`src/rtl/core/ramped_gain_mix_matrix_defines.svh`:
```
// Assertion macros for the ramped gain mix matrix
`ifndef RAMPED_GAIN_MIX_MATRIX_DEFINES_SVH
`define RAMPED_GAIN_MIX_MATRIX_DEFINES_SVH
`ifndef SYNTHESIS
`define RGMM_ASSERT_IMP(lbl, ante, cons) \
  lbl: assert property (@(posedge clk) disable iff (!rst_n) (ante) |-> (cons)) \
    else $error("rgmm check failed");
`define RGMM_ASSERT_NXT(lbl, ante, cons) \
  lbl: assert property (@(posedge clk) disable iff (!rst_n) (ante) |=> (cons)) \
    else $error("rgmm check failed");
`else
`define RGMM_ASSERT_IMP(lbl, ante, cons)
`define RGMM_ASSERT_NXT(lbl, ante, cons)
`endif
`endif

```
`src/rtl/core/rgmm_pkg.sv`:
```
// Shared types and constants of the ramped gain mix matrix
`default_nettype none
package rgmm_pkg;

  localparam int IN_CHANNELS_DEF  = 8;
  localparam int OUT_CHANNELS_DEF = 8;
  localparam int RESULT_CAP       = 8;
  localparam int DIV_BITS         = 34;

  localparam logic [1:0] CMD_GAIN   = 2'd0;
  localparam logic [1:0] CMD_LEVEL  = 2'd1;
  localparam logic [1:0] CMD_SAMPLE = 2'd2;

  localparam logic [15:0] RAMP_STEPS_RST = 16'd2400;
  localparam logic [17:0] LEVEL_TGT_RST  = 18'd65536;
  localparam logic [33:0] LEVEL_CUR_RST  = 34'h1_0000_0000;

  localparam int REG_GAIN_STEPS  = 0;
  localparam int REG_LEVEL_STEPS = 1;

  typedef struct packed {
    logic [17:0]        tgt;
    logic [33:0]        cur;
    logic signed [33:0] step;
    logic [15:0]        cnt;
  } rgmm_xp_t;

  typedef enum logic [3:0] {
    ST_CLEAR, ST_IDLE, ST_DECODE, ST_G_CHK, ST_G_DIV, ST_L_CHK, ST_L_DIV,
    ST_S_RD, ST_S_ADV, ST_S_ACC, ST_F_LVL, ST_F_RD, ST_F_MUL, ST_F_SUM
  } rgmm_state_t;

  typedef struct packed {
    logic latch;
    logic cnt_clr;
    logic cnt_inc;
    logic clr_wr;
    logic g_imm;
    logic g_div;
    logic l_imm;
    logic l_div;
    logic div_start;
    logic s_adv;
    logic s_acc;
    logic l_adv;
    logic f_mul;
    logic f_out;
  } rgmm_ctl_t;

  typedef struct packed {
    logic [1:0] cmd;
    logic fend;
    logic xp_ok;
    logic ich_ok;
    logic same_g;
    logic same_l;
    logic zero_g;
    logic zero_l;
    logic div_done;
    logic clr_last;
    logic out_last;
    logic emit;
    logic out_free;
  } rgmm_st_t;

endpackage
`default_nettype wire

```
`src/rtl/core/rgmm_ctrl.sv`:
```
// Controller state machine
`default_nettype none
module rgmm_ctrl (
  input  wire logic               clk,
  input  wire logic               rst_n,
  input  wire logic               in_valid,
  output logic                    in_ready,
  input  wire rgmm_pkg::rgmm_st_t st,
  output rgmm_pkg::rgmm_ctl_t     ctl
);
  rgmm_pkg::rgmm_state_t state_r, state_nxt;

  always_ff @(posedge clk) begin
    if (!rst_n) begin
      state_r <= rgmm_pkg::ST_CLEAR;
    end else begin
      state_r <= state_nxt;
    end
  end

  always_comb begin
    state_nxt = state_r;
    ctl       = '0;
    in_ready  = 1'b0;
    unique case (state_r)
      rgmm_pkg::ST_CLEAR: begin
        ctl.clr_wr  = 1'b1;
        ctl.cnt_inc = 1'b1;
        if (st.clr_last) begin
          ctl.cnt_clr = 1'b1;
          state_nxt   = rgmm_pkg::ST_IDLE;
        end
      end
      rgmm_pkg::ST_IDLE: begin
        in_ready = 1'b1;
        if (in_valid) begin
          ctl.latch   = 1'b1;
          ctl.cnt_clr = 1'b1;
          state_nxt   = rgmm_pkg::ST_DECODE;
        end
      end
      rgmm_pkg::ST_DECODE: begin
        priority if (st.cmd == rgmm_pkg::CMD_GAIN) begin
          state_nxt = st.xp_ok ? rgmm_pkg::ST_G_CHK : rgmm_pkg::ST_IDLE;
        end else if (st.cmd == rgmm_pkg::CMD_LEVEL) begin
          state_nxt = rgmm_pkg::ST_L_CHK;
        end else if (st.cmd == rgmm_pkg::CMD_SAMPLE) begin
          if (st.ich_ok) begin
            state_nxt = rgmm_pkg::ST_S_ADV;
          end else if (st.fend) begin
            state_nxt = rgmm_pkg::ST_F_LVL;
          end else begin
            state_nxt = rgmm_pkg::ST_IDLE;
          end
        end else begin
          state_nxt = rgmm_pkg::ST_IDLE;
        end
      end
      rgmm_pkg::ST_G_CHK: begin
        priority if (st.same_g) begin
          state_nxt = rgmm_pkg::ST_IDLE;
        end else if (st.zero_g) begin
          ctl.g_imm = 1'b1;
          state_nxt = rgmm_pkg::ST_IDLE;
        end else begin
          ctl.div_start = 1'b1;
          state_nxt     = rgmm_pkg::ST_G_DIV;
        end
      end
      rgmm_pkg::ST_G_DIV: begin
        if (st.div_done) begin
          ctl.g_div = 1'b1;
          state_nxt = rgmm_pkg::ST_IDLE;
        end
      end
      rgmm_pkg::ST_L_CHK: begin
        priority if (st.same_l) begin
          state_nxt = rgmm_pkg::ST_IDLE;
        end else if (st.zero_l) begin
          ctl.l_imm = 1'b1;
          state_nxt = rgmm_pkg::ST_IDLE;
        end else begin
          ctl.div_start = 1'b1;
          state_nxt     = rgmm_pkg::ST_L_DIV;
        end
      end
      rgmm_pkg::ST_L_DIV: begin
        if (st.div_done) begin
          ctl.l_div = 1'b1;
          state_nxt = rgmm_pkg::ST_IDLE;
        end
      end
      rgmm_pkg::ST_S_RD: begin
        state_nxt = rgmm_pkg::ST_S_ADV;
      end
      rgmm_pkg::ST_S_ADV: begin
        ctl.s_adv = 1'b1;
        state_nxt = rgmm_pkg::ST_S_ACC;
      end
      rgmm_pkg::ST_S_ACC: begin
        ctl.s_acc   = 1'b1;
        ctl.cnt_inc = 1'b1;
        if (!st.out_last) begin
          state_nxt = rgmm_pkg::ST_S_RD;
        end else if (st.fend) begin
          state_nxt = rgmm_pkg::ST_F_LVL;
        end else begin
          state_nxt = rgmm_pkg::ST_IDLE;
        end
      end
      rgmm_pkg::ST_F_LVL: begin
        ctl.l_adv   = 1'b1;
        ctl.cnt_clr = 1'b1;
        state_nxt   = rgmm_pkg::ST_F_RD;
      end
      rgmm_pkg::ST_F_RD: begin
        state_nxt = rgmm_pkg::ST_F_MUL;
      end
      rgmm_pkg::ST_F_MUL: begin
        ctl.f_mul = 1'b1;
        state_nxt = rgmm_pkg::ST_F_SUM;
      end
      rgmm_pkg::ST_F_SUM: begin
        if (!st.emit || st.out_free) begin
          ctl.f_out   = st.emit;
          ctl.cnt_inc = 1'b1;
          state_nxt   = st.out_last ? rgmm_pkg::ST_IDLE : rgmm_pkg::ST_F_RD;
        end
      end
      default: state_nxt = rgmm_pkg::ST_IDLE;
    endcase
  end
endmodule
`default_nettype wire

```
`config.mk`:
```
export PLATFORM = sky130hd
export DESIGN_NAME = rgmm_ctrl
export DESIGN_NICKNAME = d
export VERILOG_FILES = /design/src/rtl/core/ramped_gain_mix_matrix_defines.svh /design/src/rtl/core/rgmm_pkg.sv /design/src/rtl/core/rgmm_ctrl.sv
export SDC_FILE = /design/constraint.sdc
export NUM_CORES = 1
export LEC_CHECK = 0
export BUFFER_PORTS_ARGS = -buffer_cell sky130_fd_sc_hd__buf_2
export CAP_MARGIN = 20
export CORE_MARGIN = 5
export CORE_UTILIZATION = 38
export CTS_BUF_LIST = sky130_fd_sc_hd__clkbuf_4 sky130_fd_sc_hd__clkbuf_8 sky130_fd_sc_hd__clkbuf_16
export CTS_CLUSTER_SIZE = 12
export DETAILED_ROUTE_END_ITERATION = 16
export PLACE_DENSITY = 0.78
export SETUP_SLACK_MARGIN = 0.05
export SLEW_MARGIN = 0
export SYNTH_ARGS = -nofsm -noshare
export SYNTH_HDL_FRONTEND = slang
export SYNTH_SLANG_ARGS = --single-unit
```
`constraint.sdc`:
```
create_clock -name clk -period 1.9 [get_ports clk]
set_input_delay 0.095 -clock clk [delete_from_list [all_inputs] [get_ports clk]]
set_output_delay 0.095 -clock clk [all_outputs]
set_load 0.01 [all_outputs]
```
==> impl_results.md, run 1 <==
- RR Endpoint: state_r[1]$_SDFFE_PN0P_
- VDD IR-drop max: 0.442 mV
- Critical Path, Cell by Cell: or2b_1, nor4_1, buf_2
- Clock power frac: 26.5%
- GR Overflow Total: 0
- Yosys top cell area share: 12.4%
- Max FFs per register: 4
- Worst Tran Pin Value: 0.496 ns
- Pwr Density: 490 nW/µm²
- Antenna viol nets, final: 0
- Initial Utilization: 41.3%
- Post-DP HPWL: 1.60 mm
- Setup CP Type: flop to output port
- Vias in the first global route: 717
- Root Driver: clkbuf_4
- RSZ-0062 raised after global routing: false
- Worst-Skew Late Latency: 0.24 ns
- CTS tree: yes
- Sequential Power Share: 27.3%
- Die W: 51.2 µm
- Synth Instances: 96
- Ys async rst share: 0%
- Rel. slew slack: 66.9%
- Share of layout cells above drive strength 1: 31.7%
- Wire length per cell: 14.0 µm
- Initial antenna violation count: 0
- Site Rows: 14
- Worst Path Max Fanout: 17
- DRC: 0
- R2R depth: 5
- Fmax: 0.593 GHz
- Synth cell types: 39
- Hold buffer count at cts: 0
- Hold Startpoint: rst_n
- Status: complete, no violations
- Final Hold Fails: 0
- Main synth FF type: dfxtp_1
- Vias post-DR: 830
- Worst Path Required: 1.80 ns
- Worst setup margin: 0.214 ns
- Net switching power: 0.157 mW
- Initial drt markers: 19
- Critical path launch point type: flop
- Worst Skew: 0.00125 ns
- First-pass GRT wire length: 3.26 mm
- Critical Path Sink Type: output port
- Setup-failing EPs final: 0
- Pleak: 0.378 nW
- Top post-synthesis cells by count: nor2_1 (12), nand2b_1 (8), buf_2 (6)
- Syn_nets: 113
- Combinational fraction of design power: 46.2%
- Top flop regs: state_r x4
- Final hold slack: 0.137 ns
- EDFF count, synth: 0
- Area delta synth->final: 29.1%
- Final wirelength: 1.99 mm
- Hold Crit Class: primary input to flop
- Placed Cells: 139
- Worst hold path depth: 2
- Synthesized flop and latch total: 4
- Max Root-Sink Buffers: 2
- Crit-path max cell delay: 0.62 ns
- Count leader, synth: nor2_1
- Mapped cell area: 644 µm²
- CTS sink count: 4
- Die area: 2620 µm²
- Global Route Usage Sum: 16.1%
- Hold endpoint: state_r[3]$_SDFFE_PN0P_
- Die Span Y: 51.2 µm
- Max_cap viols: 0
- Yosys Warn Count: 0
- Non-Filler Instances: 142
- Core area: 1560 µm²
- IO buf count: 31
- Pre-CTS WS: 0.265 ns
- Setup TNS: 0 ns
- P_int: 0.251 mW
- Pin count of the biggest net entering global routing: 22
- Dominant cell type by area after synthesis: dfxtp_1
- Via/cell ratio: 5.85
- Synth top area cells: dfxtp_1 (12%), nand2b_1 (7.8%), nor2_1 (7.0%)
- Slowest cell on crit path: dfxtp_1
- Sw frac: 38.4%
- Syn_area_per_cell: 6.71 µm²
- Clk slew on worst S/H paths: 0.04 ns
- GP Congestion: 0.902
- Reg2reg start: state_r[2]$_SDFFE_PN0P_
- Ports: 32
- Fin crit share: 88.7%
- CP arrival: 1.59 ns
- Fin. max-slew vios: 0
- Diodes inserted: 0
- Top reg by flops: state_r
- Sequential fraction of the synthesis area: 12.4%
- Final Power: 0.408 mW
- CTS H-tree depth: 1
- Layout Nets: 145
- Setup bufs post-CTS: 0
- R2r setup slk: 0.23 ns
- Min cycle time layout: 1.69 ns
- CTS Buf Count: 3
- TritonRoute pass-1 iters: 4
- Resized cells post-CTS: 0
## cell families after synthesis
logic type             after synthesis  synth area share [%]
multiplexers                         2                  3.88
AO/OA/AOI/OAI                       26                  28.2
flip-flops                           4                  12.4
AND/OR/NAND/NOR                     53                  48.0
buffers and inverters               11                  7.57
## power groups by stage
stage	logic (mW)	clock network (mW)	registers (mW)
after detailed placement	0.186	0	0.113
after floorplan	0.133	0	0.0990
after global placement	0.184	0	0.111
final	0.188	0.108	0.111
after global routing	0.206	0.118	0.116
after CTS	0.188	0.111	0.111
## worst max-delay path, delay by kind of cell, from the launching register on
kind / cells / cell delay (ns)
flops: 1 / 0.62
simple gates: 2 / 0.56
buf+inv: 1 / 0.17
## metrics by stage
step	util [%]	cell area, µm²
2_1_floorplan	-	644
3_3_place_gp	51.8	808
3_5_place_dp	51.8	808
4_1_cts	53.3	831
5_1_grt	53.4	832
6_report	53.4	832
## cell usage in the layout, fill, tap and decap left out, drive strengths merged
cell | netlist | final
buf | 7 | 34
nor2 | 12 | 12
nand2b | 8 | 8
nor3 | 5 | 5
a21oi | 5 | 5
o21ai | 5 | 5
nand2 | 4 | 4
nor2b | 4 | 4
inv | 4 | 4
nor4 | 4 | 4
dfxtp | 4 | 4
nand3b | 3 | 3
a211oi | 3 | 3
clkbuf | 0 | 3
or2b | 2 | 2
and3 | 2 | 2
and4 | 2 | 2
o22ai | 2 | 2
nor3b | 2 | 2
or2 | 2 | 2
mux2 | 1 | 1
a22oi | 1 | 1
and2 | 1 | 1
o221ai | 1 | 1
o2bb2ai | 1 | 1
o21a | 1 | 1
mux2i | 1 | 1
a22o | 1 | 1
o31a | 1 | 1
nor4b | 1 | 1
o41a | 1 | 1
a2111oi | 1 | 1
a32o | 1 | 1
o31ai | 1 | 1
or4 | 1 | 1
o311ai | 1 | 1
## worst max path at each step
stage,startpoint,end,slack (ns)
finish,state_r[0]$_SDFFE_PN0P_,ctl[7],0.21
global route,state_r[0]$_SDFFE_PN0P_,ctl[7],0.06
CTS,state_r[3]$_SDFFE_PN0P_,ctl[11],0.21
detailed placement,state_r[2]$_SDFFE_PN0P_,state_r[1]$_SDFFE_PN0P_,0.26
global placement,state_r[0]$_SDFFE_PN0P_,state_r[1]$_SDFFE_PN0P_,0.32
floorplan,state_r[2]$_SDFFE_PN0P_,state_r[2]$_SDFFE_PN0P_,0.52
## routing by layer
metal	wire [µm]	track usage (%)
met1	890	21.3
met2	993	27.0
met3	72	0.872
met4	33	6.73
met5	0	0
## area by class of cell
cell class | instances | area (µm²)
Sequential cell | 4 | 81.3
Fill cell | 163 | 727
Timing Repair Buffer | 34 | 178
Inverter | 4 | 15.0
Multi-Input combinational cell | 81 | 515
Clock buffer | 3 | 22.5
Tap cell | 16 | 20.0
No activity file was read; power rests on OpenSTA's default activity.
==> run 2, diff against run 1 <==
--- a/config.mk
+++ b/config.mk
@@ -9,7 +9,7 @@
 export CAP_MARGIN = 20
 export CORE_MARGIN = 5
 export CORE_UTILIZATION = 38
-export CTS_BUF_LIST = sky130_fd_sc_hd__clkbuf_4 sky130_fd_sc_hd__clkbuf_8 sky130_fd_sc_hd__clkbuf_16
+export CTS_BUF_LIST = sky130_fd_sc_hd__clkbuf_8
 export CTS_CLUSTER_SIZE = 12
 export DETAILED_ROUTE_END_ITERATION = 16
 export PLACE_DENSITY = 0.78
==> run 2 against run 1 <==
Compared with the run above:
- die area stayed put
- critical path depth rose by 1
- sequential share of layout area fell by 0.35 points
- worst hold slack gained 0.017 ns
- critical endpoint is now ctl[11]
- maximum frequency fell by 0.99%
- combinational power barely moved
- power increased by 19%
- setup slack worse by 0.017 ns
- first-iteration DRC count grew 32%
- final area increased by 2.1%
- clock power increased by 70%
==> impl_results.md, run 2 (synthesis results as in run 1) <==
- Global Route Usage Sum: 16.6% (was 16.1%)
- P_int: 0.316 mW (was 0.251 mW)
- Resized cells post-CTS: 0 (unchanged)
- Non-Filler Instances: 142 (unchanged)
- CTS Buf Count: 3 (unchanged)
- Post-DP HPWL: 1.60 mm (unchanged)
- Filler instances: 159 (was 163)
- Fin. max-slew vios: 0 (unchanged)
- Setup CP Type: flop to output port (unchanged)
- Clock power frac: 38.0% (was 26.5%)
- Pwr Density: 571 nW/µm² (was 490 nW/µm²)
- Vias in the first global route: 730 (was 717)
- IO buf count: 31 (unchanged)
- CTS sink count: 4 (unchanged)
- Commonest non-fill, non-tap cell in the layout: buf_2 (unchanged)
- Critical path launch point type: flop (unchanged)
- Die Span Y: 51.2 µm (unchanged)
- Final wirelength: 2.04 mm (was 1.99 mm)
- Placed Area: 808 µm² (unchanged)
- Hold buffer count at cts: 0 (unchanged)
- Setup bufs post-CTS: 0 (unchanged)
- Worst Path Max Fanout: 18 (was 17)
- CTS H-tree depth: 1 (unchanged)
- Final Cell Area: 850 µm² (was 832 µm²)
- Final Hold Fails: 0 (unchanged)
- Clk slew on worst S/H paths: 0.03 ns (was 0.04 ns)
- First-pass GRT wire length: 3.31 mm (was 3.26 mm)
- VDD IR-drop max: 0.422 mV (was 0.442 mV)
- Setup TNS: 0 ns (unchanged)
- Setup-failing EPs final: 0 (unchanged)
- TritonRoute pass-1 iters: 4 (unchanged)
- GP Congestion: 0.902 (unchanged)
- RSZ-0062 raised after global routing: false (unchanged)
- DRC: 0 (unchanged)
- Top flop regs: state_r x4 (unchanged)
- Critical Path Sink Type: output port (unchanged)
- Net switching power: 0.169 mW (was 0.157 mW)
- Diodes inserted: 0 (unchanged)
- Max FFs per register: 4 (unchanged)
- Initial drt markers: 25 (was 19)
- Sw frac: 34.9% (was 38.4%)
- Initial Utilization: 41.3% (unchanged)
- Hold Crit Class: primary input to flop (unchanged)
- Core area: 1560 µm² (unchanged)
- Placed Cells: 139 (unchanged)
- Commonest cells after routing, fill and taps aside: buf_2 (31), nor2_1 (12), nand2b_1 (8) (unchanged)
- Site Rows: 14 (unchanged)
- Die area: 2620 µm² (unchanged)
- Pin count of the biggest net entering global routing: 22 (unchanged)
- Fin crit share: 89.6% (was 88.7%)
- Antenna viol nets, final: 0 (unchanged)
- Max Root-Sink Buffers: 2 (unchanged)
- Die W: 51.2 µm (unchanged)
- Fmax: 0.587 GHz (was 0.593 GHz)
- Top reg by flops: state_r (unchanged)
- CTS tree: yes (unchanged)
- Rel. slew slack: 61.2% (was 66.9%)
- Area delta synth->final: 31.8% (was 29.1%)
- Sequential Power Share: 23.1% (was 27.3%)
- Root Driver: clkbuf_8 (was clkbuf_4)
- Worst Path Required: 1.80 ns (about the same)
- Layout Nets: 145 (unchanged)
- GR Overflow Total: 0 (unchanged)
- Wire length per cell: 14.4 µm (was 14.0 µm)
- Max_cap viols: 0 (unchanged)
- Status: complete, no violations (unchanged)
- Via/cell ratio: 5.89 (was 5.85)
- Ports: 32 (unchanged)
- Worst Skew: 0.000162 ns (was 0.00125 ns)
- CP arrival: 1.61 ns (was 1.59 ns)
- Vias post-DR: 837 (was 830)
- Pleak: 0.386 nW (was 0.378 nW)
- Worst-Skew Late Latency: 0.22 ns (was 0.24 ns)
- Initial antenna violation count: 0 (unchanged)
- Min cycle time layout: 1.70 ns (was 1.69 ns)
- Combinational fraction of design power: 38.9% (was 46.2%)
- Share of layout cells above drive strength 1: 31.0% (was 31.7%)
- Worst Tran Pin Value: 0.580 ns (was 0.496 ns)
==> run 2: changes by cell type in the layout (fill, tap and decap cells not counted) <==
cell,before,now
dfxtp_1,3,4
clkbuf_4,3,0
clkbuf_8,0,3
dfxtp_2,1,0
==> run 2: stage by stage <==
step / total power, mW / util (%) / hold WS [ns] / setup slack (ns)
3_5_place_dp: 0.299 / 51.8 / 0.380 / 0.265
6_report: 0.485 / 54.5 / 0.154 / 0.197
4_1_cts: 0.484 / 54.5 / 0.158 / 0.228
3_3_place_gp: 0.295 / 51.8 / 0.385 / 0.317
5_1_grt: 0.516 / 54.5 / 0.170 / 0.0502
2_1_floorplan: 0.232 / - / 0.212 / 0.516
==> run 2: critical path, stage by stage (launching register included) <==
cell	delay [ns]
dfxtp_1	0.68
or2b_1	0.32
nand3b_1	0.11
a21oi_1	0.14
buf_2	0.15
==> run 2: area by class of cell <==
cell class	count	area [µm²]	area share [%]
clock buffers	3	41.3	4.86
inverters	4	15.0	1.77
multi-input cells	81	515	60.7
flip-flops and latches	4	80.1	9.43
well taps	16	20.0	2.36
repair buffers	34	178	20.9
==> run 2: layer usage <==
layer	vias to the layer above	GRT usage (%)	wire length [µm]
li1	421	-	-
met3	5	1.74	95
met1	388	21.2	894
met4	0	8.07	38
met2	23	27.9	1010
met5	-	0	0
==> run 2: path summary, 6_finish.rpt <==
path / start / end / slack, ns / cells past startpoint
setup / recovery: state_r[3]$_SDFFE_PN0P_ / ctl[11] / 0.20 / 4
setup reg to reg: state_r[2]$_SDFFE_PN0P_ / state_r[1]$_SDFFE_PN0P_ / 0.21 / 5
hold reg to reg: state_r[0]$_SDFFE_PN0P_ / state_r[0]$_SDFFE_PN0P_ / 0.67 / 2
hold / removal: rst_n / state_r[0]$_SDFFE_PN0P_ / 0.15 / 2
==> run 2: power groups by stage <==
stage / combinational, mW / sequential (mW) / clock (mW)
2_1_floorplan: 0.133 / 0.0990 / 0
3_3_place_gp: 0.184 / 0.111 / 0
3_5_place_dp: 0.186 / 0.113 / 0
4_1_cts: 0.188 / 0.111 / 0.184
5_1_grt: 0.207 / 0.116 / 0.193
6_report: 0.189 / 0.112 / 0.184
